===== src/adrd_pkg.sv =====
// shared types and constants for the dead-reckoning distance accelerator
package adrd_pkg;

  // register indexes on the config port
  localparam logic [2:0] REG_ACCEL_MEAN   = 3'd0;
  localparam logic [2:0] REG_ACCEL_OFFSET = 3'd1;
  localparam logic [2:0] REG_REJECT_LIMIT = 3'd2;
  localparam logic [2:0] REG_FILTER_ALPHA = 3'd3;
  localparam logic [2:0] REG_ACCEL_GAIN   = 3'd4;

  localparam int unsigned CFG_ADDR_W = 5;

  // register reset values
  localparam logic [23:0] MEAN_RST   = 24'd0;
  localparam logic [23:0] OFFSET_RST = 24'd0;
  localparam logic [23:0] LIMIT_RST  = 24'hFFFFFF;
  localparam logic [16:0] ALPHA_RST  = 17'd32768;
  localparam logic [23:0] GAIN_RST   = 24'd10045;

  localparam logic [16:0] ALPHA_ONE  = 17'h10000;

  // millisecond to second conversion
  localparam logic [10:0] MS_PER_S   = 11'd1000;
  localparam logic [11:0] MS_TWO_S   = 12'd2000;
  localparam logic [63:0] MS_HALF    = 64'd500;
  // floor(2^42 / 1000), scaled reciprocal of the millisecond divisor
  localparam logic [32:0] MS_RECIP   = 33'd4398046511;

  localparam logic        OP_SAMPLE  = 1'b0;
  localparam logic        OP_CLEAR   = 1'b1;

  typedef struct packed {
    logic               op;
    logic signed [15:0] accel_sample;
    logic [31:0]        time_ms;
  } in_word_t;

  typedef struct packed {
    logic               rejected;
    logic signed [31:0] accel_ms2;
    logic signed [31:0] velocity;
    logic [31:0]        distance;
  } out_word_t;

endpackage


===== src/accel_dead_reckoning_distance_top.sv =====
// top level of the dead-reckoning distance accelerator: sequencer and shared multiplier
//
// Each word carries a raw Y-axis accelerometer sample and a millisecond timestamp, or a
// clear command (op = 1). A sample word runs the outlier test, filter and gain scaling
// (S_TEST, S_FILT, S_G0..S_G2), then two passes (velocity, then distance) on the shared
// 34x18 multiplier: magnitude times dt (S_M0..S_M2), a multiply by a scaled reciprocal
// of 1000 (S_Q0..S_Q2), a correction step of the quotient (S_FIX) and an update (S_UPD);
// last, S_DONE loads the output register. A rejected sample goes from S_TEST to S_DONE
// and a clear word from S_IDLE to S_DONE. in_ready is high only while the sequencer is
// idle, so one word is in flight at a time; a finished result waits in the output
// register while the next word is accepted. Registers sit on an APB-style port at byte
// address 4*index; write them only while the block is idle, which it does not enforce.
module accel_dead_reckoning_distance_top (
  input  logic                                 clk,
  input  logic                                 rst_n,
  input  logic                                 in_valid,
  output logic                                 in_ready,
  input  adrd_pkg::in_word_t                   in_data,
  output logic                                 out_valid,
  input  logic                                 out_ready,
  output adrd_pkg::out_word_t                  out_data,
  input  logic                                 psel,
  input  logic                                 penable,
  input  logic                                 pwrite,
  input  logic [adrd_pkg::CFG_ADDR_W-1:0]      paddr,
  input  logic [31:0]                          pwdata,
  output logic [31:0]                          prdata,
  output logic                                 pready
);

  import adrd_pkg::*;

  typedef enum logic [3:0] {
    S_IDLE,
    S_TEST,
    S_FILT,
    S_G0,
    S_G1,
    S_G2,
    S_M0,
    S_M1,
    S_M2,
    S_Q0,
    S_Q1,
    S_Q2,
    S_FIX,
    S_UPD,
    S_DONE
  } state_t;

  // configuration registers
  logic [23:0] mean_r, offset_r, limit_r, gain_r;
  logic [16:0] alpha_r;
  logic [2:0]  cfg_idx;
  logic        cfg_wr;

  state_t      state_r, state_nxt;
  logic [15:0] smp_r, smp_nxt;
  logic [31:0] now_r, now_nxt;
  logic [31:0] dt_r, dt_nxt;
  logic [15:0] prev_r, prev_nxt;
  logic [31:0] vel_r, vel_nxt;
  logic [31:0] dist_r, dist_nxt;
  logic [31:0] last_r, last_nxt;
  logic [51:0] prod_r, prod_nxt;
  logic [63:0] acc_r, acc_nxt;
  logic [33:0] diff_r, diff_nxt;
  logic [31:0] accel_r, accel_nxt;
  logic [31:0] mag_r, mag_nxt;
  logic [11:0] rem_r, rem_nxt;
  logic [31:0] quo_r, quo_nxt;
  logic        big_r, big_nxt;
  logic        phase_r, phase_nxt;
  out_word_t   res_r, res_nxt;
  logic        out_valid_r, out_valid_nxt;
  out_word_t   out_data_r, out_data_nxt;

  // shared multiplier
  logic signed [33:0] mul_a;
  logic signed [17:0] mul_b;
  logic signed [51:0] mul_p;

  // datapath helpers
  logic [16:0] alpha_c;
  logic [16:0] sdiff, sd_mag;
  logic [25:0] dm, dm_mag;
  logic        reject_w;
  logic [33:0] filt_f, off_s;
  logic [63:0] gsum;
  logic [31:0] accel_w;
  logic [63:0] xsum;
  logic [63:0] qsum;
  logic [11:0] p12, rfix;
  logic [1:0]  qstep;
  logic [33:0] vsum, dv;
  logic [31:0] vnew;
  logic [32:0] dsum;
  logic [31:0] dnew;

  assign cfg_idx = paddr[CFG_ADDR_W-1:2];
  assign cfg_wr  = psel && penable && pwrite;
  assign pready  = 1'b1;

  always_ff @(posedge clk) begin
    if (!rst_n) begin
      mean_r   <= MEAN_RST;
      offset_r <= OFFSET_RST;
      limit_r  <= LIMIT_RST;
      alpha_r  <= ALPHA_RST;
      gain_r   <= GAIN_RST;
    end else if (cfg_wr) begin
      case (cfg_idx)
        REG_ACCEL_MEAN:   mean_r   <= pwdata[23:0];
        REG_ACCEL_OFFSET: offset_r <= pwdata[23:0];
        REG_REJECT_LIMIT: limit_r  <= pwdata[23:0];
        REG_FILTER_ALPHA: alpha_r  <= pwdata[16:0];
        REG_ACCEL_GAIN:   gain_r   <= pwdata[23:0];
        default: ;
      endcase
    end
  end

  always_comb begin
    case (cfg_idx)
      REG_ACCEL_MEAN:   prdata = {8'd0, mean_r};
      REG_ACCEL_OFFSET: prdata = {8'd0, offset_r};
      REG_REJECT_LIMIT: prdata = {8'd0, limit_r};
      REG_FILTER_ALPHA: prdata = {15'd0, alpha_r};
      REG_ACCEL_GAIN:   prdata = {8'd0, gain_r};
      default:          prdata = 32'd0;
    endcase
  end

  // outlier test
  assign sdiff    = {smp_r[15], smp_r} - {prev_r[15], prev_r};
  assign sd_mag   = sdiff[16] ? (~sdiff + 17'd1) : sdiff;
  assign dm       = {{2{smp_r[15]}}, smp_r, 8'd0} - {{2{mean_r[23]}}, mean_r};
  assign dm_mag   = dm[25] ? (~dm + 26'd1) : dm;
  assign reject_w = (dm_mag > {2'd0, limit_r}) && ({sd_mag, 8'd0} > {1'b0, limit_r});

  assign alpha_c  = (alpha_r > ALPHA_ONE) ? ALPHA_ONE : alpha_r;

  // operand select for the shared multiplier
  always_comb begin
    case (state_r)
      S_TEST: begin
        mul_a = {{17{sdiff[16]}}, sdiff};
        mul_b = {1'b0, alpha_c};
      end
      S_G0: begin
        mul_a = diff_r;
        mul_b = {6'd0, gain_r[11:0]};
      end
      S_G1: begin
        mul_a = diff_r;
        mul_b = {6'd0, gain_r[23:12]};
      end
      S_M0: begin
        mul_a = {2'd0, mag_r};
        mul_b = {2'd0, dt_r[15:0]};
      end
      S_M1: begin
        mul_a = {2'd0, mag_r};
        mul_b = {2'd0, dt_r[31:16]};
      end
      S_Q0: begin
        mul_a = {1'b0, MS_RECIP};
        mul_b = {2'd0, acc_r[25:10]};
      end
      S_Q1: begin
        mul_a = {1'b0, MS_RECIP};
        mul_b = {2'd0, acc_r[41:26]};
      end
      default: begin
        mul_a = '0;
        mul_b = '0;
      end
    endcase
  end

  assign mul_p = mul_a * mul_b;

  // filter and offset: f = p*2^16 + a*(s-p)
  assign filt_f = {{2{prev_r[15]}}, prev_r, 16'd0} + prod_r[33:0];
  assign off_s  = {{2{offset_r[23]}}, offset_r, 8'd0};

  // gain scaling, round half up, saturate to 32 bits
  assign gsum    = acc_r + {prod_r, 12'd0} + (64'd1 << 23);
  assign accel_w = (gsum[63:55] == {9{gsum[63]}}) ? gsum[55:24] :
                   (gsum[63] ? 32'h8000_0000 : 32'h7FFF_FFFF);

  // product of magnitude and dt, plus half of the divisor
  assign xsum = acc_r + {prod_r[47:0], 16'd0} + MS_HALF;

  // quotient estimate (x/1024) * recip / 2^32 falls at most two short
  assign qsum  = acc_r + {prod_r[47:0], 16'd0};
  // low 12 bits of 1000 * estimate, and the remainder left over
  assign p12   = {quo_r[1:0], 10'd0} - {quo_r[7:0], 4'd0} - {quo_r[8:0], 3'd0};
  assign rfix  = rem_r - p12;
  assign qstep = (rfix >= MS_TWO_S) ? 2'd2 :
                 ((rfix >= {1'b0, MS_PER_S}) ? 2'd1 : 2'd0);

  // velocity and distance updates
  assign dv   = accel_r[31] ? (~{2'd0, quo_r} + 34'd1) : {2'd0, quo_r};
  assign vsum = {{2{vel_r[31]}}, vel_r} + dv;
  always_comb begin
    if (big_r) begin
      vnew = accel_r[31] ? 32'h8000_0000 : 32'h7FFF_FFFF;
    end else if (vsum[33:31] == {3{vsum[33]}}) begin
      vnew = vsum[31:0];
    end else begin
      vnew = vsum[33] ? 32'h8000_0000 : 32'h7FFF_FFFF;
    end
  end
  assign dsum = {1'b0, dist_r} + {1'b0, quo_r};
  assign dnew = (big_r || dsum[32]) ? 32'hFFFF_FFFF : dsum[31:0];

  always_comb begin
    state_nxt     = state_r;
    smp_nxt       = smp_r;
    now_nxt       = now_r;
    dt_nxt        = dt_r;
    prev_nxt      = prev_r;
    vel_nxt       = vel_r;
    dist_nxt      = dist_r;
    last_nxt      = last_r;
    prod_nxt      = mul_p;
    acc_nxt       = acc_r;
    diff_nxt      = diff_r;
    accel_nxt     = accel_r;
    mag_nxt       = mag_r;
    rem_nxt       = rem_r;
    quo_nxt       = quo_r;
    big_nxt       = big_r;
    phase_nxt     = phase_r;
    res_nxt       = res_r;
    out_valid_nxt = out_valid_r && !out_ready;
    out_data_nxt  = out_data_r;

    case (state_r)
      S_IDLE: begin
        if (in_valid) begin
          smp_nxt   = in_data.accel_sample;
          now_nxt   = in_data.time_ms;
          phase_nxt = 1'b0;
          if (in_data.op == OP_CLEAR) begin
            vel_nxt   = '0;
            dist_nxt  = '0;
            last_nxt  = in_data.time_ms;
            res_nxt   = '0;
            state_nxt = S_DONE;
          end else begin
            state_nxt = S_TEST;
          end
        end
      end
      S_TEST: begin
        dt_nxt = now_r - last_r;
        if (reject_w) begin
          res_nxt.rejected  = 1'b1;
          res_nxt.accel_ms2 = '0;
          res_nxt.velocity  = vel_r;
          res_nxt.distance  = dist_r;
          state_nxt         = S_DONE;
        end else begin
          state_nxt = S_FILT;
        end
      end
      S_FILT: begin
        diff_nxt  = filt_f - off_s;
        state_nxt = S_G0;
      end
      S_G0: begin
        state_nxt = S_G1;
      end
      S_G1: begin
        acc_nxt   = {{12{prod_r[51]}}, prod_r};
        state_nxt = S_G2;
      end
      S_G2: begin
        accel_nxt = accel_w;
        mag_nxt   = accel_w[31] ? (~accel_w + 32'd1) : accel_w;
        state_nxt = S_M0;
      end
      S_M0: begin
        state_nxt = S_M1;
      end
      S_M1: begin
        acc_nxt   = {12'd0, prod_r};
        state_nxt = S_M2;
      end
      S_M2: begin
        // quotient of 2^32 or more saturates either accumulator
        big_nxt   = xsum[63:32] >= {21'd0, MS_PER_S};
        acc_nxt   = xsum;
        rem_nxt   = xsum[11:0];
        state_nxt = S_Q0;
      end
      S_Q0: begin
        state_nxt = S_Q1;
      end
      S_Q1: begin
        acc_nxt   = {15'd0, prod_r[48:0]};
        state_nxt = S_Q2;
      end
      S_Q2: begin
        quo_nxt   = qsum[63:32];
        state_nxt = S_FIX;
      end
      S_FIX: begin
        quo_nxt   = quo_r + {30'd0, qstep};
        state_nxt = S_UPD;
      end
      S_UPD: begin
        if (!phase_r) begin
          vel_nxt   = vnew;
          mag_nxt   = vnew[31] ? (~vnew + 32'd1) : vnew;
          phase_nxt = 1'b1;
          state_nxt = S_M0;
        end else begin
          dist_nxt          = dnew;
          prev_nxt          = smp_r;
          last_nxt          = now_r;
          res_nxt.rejected  = 1'b0;
          res_nxt.accel_ms2 = accel_r;
          res_nxt.velocity  = vel_r;
          res_nxt.distance  = dnew;
          state_nxt         = S_DONE;
        end
      end
      S_DONE: begin
        if (!out_valid_r || out_ready) begin
          out_valid_nxt = 1'b1;
          out_data_nxt  = res_r;
          state_nxt     = S_IDLE;
        end
      end
      default: begin
        state_nxt = S_IDLE;
      end
    endcase
  end

  always_ff @(posedge clk) begin
    if (!rst_n) begin
      state_r     <= S_IDLE;
      out_valid_r <= 1'b0;
      prev_r      <= '0;
      vel_r       <= '0;
      dist_r      <= '0;
      last_r      <= '0;
      phase_r     <= 1'b0;
    end else begin
      state_r     <= state_nxt;
      out_valid_r <= out_valid_nxt;
      prev_r      <= prev_nxt;
      vel_r       <= vel_nxt;
      dist_r      <= dist_nxt;
      last_r      <= last_nxt;
      phase_r     <= phase_nxt;
    end
    smp_r      <= smp_nxt;
    now_r      <= now_nxt;
    dt_r       <= dt_nxt;
    prod_r     <= prod_nxt;
    acc_r      <= acc_nxt;
    diff_r     <= diff_nxt;
    accel_r    <= accel_nxt;
    mag_r      <= mag_nxt;
    rem_r      <= rem_nxt;
    quo_r      <= quo_nxt;
    big_r      <= big_nxt;
    res_r      <= res_nxt;
    out_data_r <= out_data_nxt;
  end

  assign in_ready  = (state_r == S_IDLE);
  assign out_valid = out_valid_r;
  assign out_data  = out_data_r;

`ifndef SYNTHESIS
  // remainder after the reciprocal estimate is below three divisors
  a_rem_range: assert property (@(posedge clk) disable iff (!rst_n)
    (state_r == S_FIX && !big_r) |-> (rfix < 12'd3000))
    else $error("quotient estimate out of range");

  // a discarded sample leaves the integrator state untouched
  a_reject_hold: assert property (@(posedge clk) disable iff (!rst_n)
    (state_r == S_TEST && reject_w) |=>
      ($stable(vel_r) && $stable(dist_r) && $stable(last_r) && $stable(prev_r)))
    else $error("rejected sample changed state");

  // distance never decreases on a sample update
  a_dist_mono: assert property (@(posedge clk) disable iff (!rst_n)
    (state_r == S_UPD && phase_r) |=> (dist_r >= $past(dist_r)))
    else $error("distance decreased");
`endif

endmodule


===== config.mk =====
export PLATFORM = sky130hd
export DESIGN_NAME = accel_dead_reckoning_distance_top
export DESIGN_NICKNAME = d
export VERILOG_FILES = /design/src/adrd_pkg.sv /design/src/accel_dead_reckoning_distance_top.sv
export SDC_FILE = /design/constraint.sdc
export NUM_CORES = 2
export LEC_CHECK = 0
export ABC_AREA = 1
export BUFFER_PORTS_ARGS = -buffer_cell sky130_fd_sc_hd__buf_4
export CAP_MARGIN = 25
export CORE_UTILIZATION = 23
export CTS_CLUSTER_SIZE = 40
export DETAILED_ROUTE_END_ITERATION = 8
export PLACE_DENSITY = 0.48
export REMOVE_ABC_BUFFERS = 1
export SLEW_MARGIN = 20
export SYNTH_ARGS = -nofsm -noshare
export SYNTH_HDL_FRONTEND = slang
export SYNTH_SLANG_ARGS = --single-unit

===== constraint.sdc =====
create_clock -name clk -period 22.7 [get_ports clk]
set_clock_uncertainty 0.2 [all_clocks]
set_input_delay 4.54 -clock clk [delete_from_list [all_inputs] [get_ports clk]]
set_output_delay 4.54 -clock clk [all_outputs]
set_load 0.01 [all_outputs]

==> results_dict.tcl <==
set metrics [dict create \
    cts_made_buffers 87 \
    cts_setup_buffers 0 \
    synth.cell_area_um2 72800 \
    hold_violations 0 \
    worst_r2r_startpoint "state_r[0]" \
    synth_flop_cell "edfxtp_1" \
    core_um2 315000 \
    yosysUniqueCellTypes 71 \
    leakage_nw 37.8 \
    finalPower_mw 8.99 \
    tightest_slew_ns 1.13 \
    root_buffer "clkbuf_16" \
    routedWlPerCell_um 20.1 \
    gr-usage-met2 0.267 \
    die_h_um 565 \
    grt_pass1_wl_um 408000 \
    placed_area_um2 79400 \
    relSlewSlack 0.235 \
    fin_crit_sh 0.516 \
    ctsResizeCount 0 \
    grt_usage 0.172 \
    utilization 0.262 \
    clockBufferDepth 3 \
    holdCritPathClass "flop to flop" \
    worstRegToRegCells 33 \
    grt-ovfl-total 0 \
    grt_max_degree 103 \
    fp-row-count 206 \
    first_global_vias 61400 \
    synth_top_cell_by_area "edfxtp_1" \
    fin_area_um2 82400 \
    synth_seq_cells 762 \
    vias_per_cell 4.56 \
    clkLatencyLatePin_ns 0.73 \
    synth_commonest_cells "nand2_1, inv_1, nor2_1" \
    worstPathArrival_ns 6.97 \
    dr.pass1.iters 8 \
    antenna_found_initial 13 \
    holdPathEnd "out_data[53]" \
    synth.most_common_cell "nand2_1" \
    synth_top_area_share 0.198 \
    syn_avg_cell_area_um2 7.68 \
    drv_cap 0 \
    synthToLayoutAreaGrowth_pct 13.2 \
    startpoint_type "primary input" \
    clk_pin_slew_ns 0.06 \
    routed_wirelength_um 278000 \
    vdd_drop_max_mv 0.0742 \
    cts_sinks 762 \
    busiest_layer "met2" \
    globalplace.congestion 0.976 \
    drc 0 \
    synth_area_leaders "edfxtp_1, fa_1, nand2_1" \
    min_period_ns 11.71 \
    synth-seq-area-share 0.275 \
    synth_edf_count 479 \
    endpoint_kind "output pin" \
    status "finished, final reports clean" \
    rrSetupSlack_ns 11.62 \
    synthArstFlopShare 0 \
    holdPathStages 0 \
    dieWidth_um 565 \
    cp_max_fo 15 \
    ys_warn_count 0 \
    r2r_end "prod_r[48]" \
    io_buffers 205 \
    crit_required_ns 17.96 \
    antenna_left 0 \
    power.density_nw_per_um2 109 \
    fmax_mhz 85.4 \
    hold_start "res_r[53]" \
    grt_util_met3 0.0279 \
    path_class "primary input to output pin" \
    drive_gt1_frac 0.0621 \
    boundaryPins 225 \
    via_count 63200 \
    finalSetupTns_ns 0 \
    start_util 0.231 \
    use_met1 0.243 \
    cts_tree "yes" \
    ctsHoldBuffers 0 \
    htreeDepth 3 \
    dp_hpwl_um 227000 \
    finalSetupViolCount 0 \
    synthCells 9478 \
    slew_viol_final 0 \
    nNetsFinal 10800 \
    rsz0062_at_grt "false" \
    drt_first_iter_violations 5522 \
    die_area_um2 319000 \
]
==> cell type report <==
cell class / instances / area (um2)
fill: 34800 / 233000
multi-input combinational: 6716 / 45300
sequential: 762 / 20000
inverter: 1745 / 6550
tap: 4160 / 5200
clock buffer: 109 / 2380
timing repair buffer: 303 / 2360
clock inverter: 55 / 574
antenna: 4 / 10.0
==> layout by cell type (no fill, tap or decap), types with 94 or more instances in the layout <==
cell and count:
dfxtp_1 283, nand2_1 2113, buf_4 296, fa_1 583, a31oi_1 94, edfxtp_1 479
nand4_1 105, xor2_1 268, inv_1 1711, ha_1 503, xnor2_1 105, nand3_1 348
a21oi_1 539, o21ai_0 529, nor2_1 951
==> flip-flops by register name, summed over array words and instances (netlist names), 4 cells and up <==
register,count
rem_r,11
vel_r,32
limit_r,24
accel_r,32
gain_r,24
smp_r,16
dt_r,32
dist_r,32
mag_r,32
quo_r,32
acc_r,63
now_r,32
offset_r,24
last_r,32
mean_r,24
prod_r,52
out_data,97
diff_r,34
prev_r,16
alpha_r,17
state_r,4
res_r,97
==> critical path, stage by stage <==
cell,delay [ns]
buf_4,0.10
nor2_1,0.05
nand2_1,0.67
inv_1,0.46
nand2_1,0.14
o21ai_0,0.09
a221oi_1,0.43
o21ai_0,0.26
buf_4,0.21
==> routing by layer <==
layer / part of all wire / up-vias / wire length [um]
met4: 0.037 / 8 / 10200
met2: 0.43 / 1899 / 119000
met3: 0.066 / 356 / 18300
met5: 0.00018 / - / 50
met1: 0.47 / 30300 / 130000
li1: - / 30600 / -
==> how the worst max path moves through the flow <==
stage	startpoint	endpoint	slack (ns)	cells past startpoint
2_1_floorplan	in_valid	res_r[0]	10.38	4
3_3_place_gp	paddr[3]	prdata[1]	10.94	9
3_5_place_dp	paddr[3]	prdata[1]	10.93	9
4_1_cts	paddr[3]	prdata[1]	10.93	9
5_1_grt	paddr[3]	prdata[1]	10.86	9
6_report	paddr[3]	prdata[1]	10.99	9
==> stage by stage <==
step | instances | setup WS, ns | hold slack [ns]
2_1_floorplan | 9223 | 10.38 | 0.200
3_3_place_gp | 13700 | 10.94 | 0.202
3_5_place_dp | 13700 | 10.93 | 0.205
4_1_cts | 13800 | 10.93 | 0.219
5_1_grt | 13900 | 10.86 | 0.222
6_report | 13900 | 10.99 | 0.217
==> power by group <==
| group | switching, mW | internal (mW) |
|---|---|---|
| clock network | 0.675 | 0.827 |
| logic | 3.60 | 1.53 |
| registers | 0.335 | 2.03 |
==> cell families after synthesis <==
group / Yosys count / share of synthesized area
buf+inv: 2007 / 0.105
xor+xnor: 373 / 0.0449
simple gates: 3780 / 0.213
other cells: 2 / 0.000103
flops: 762 / 0.275
compound gates: 1468 / 0.114
fa+ha+maj: 1086 / 0.247
Power figures use the tool's default switching activity.
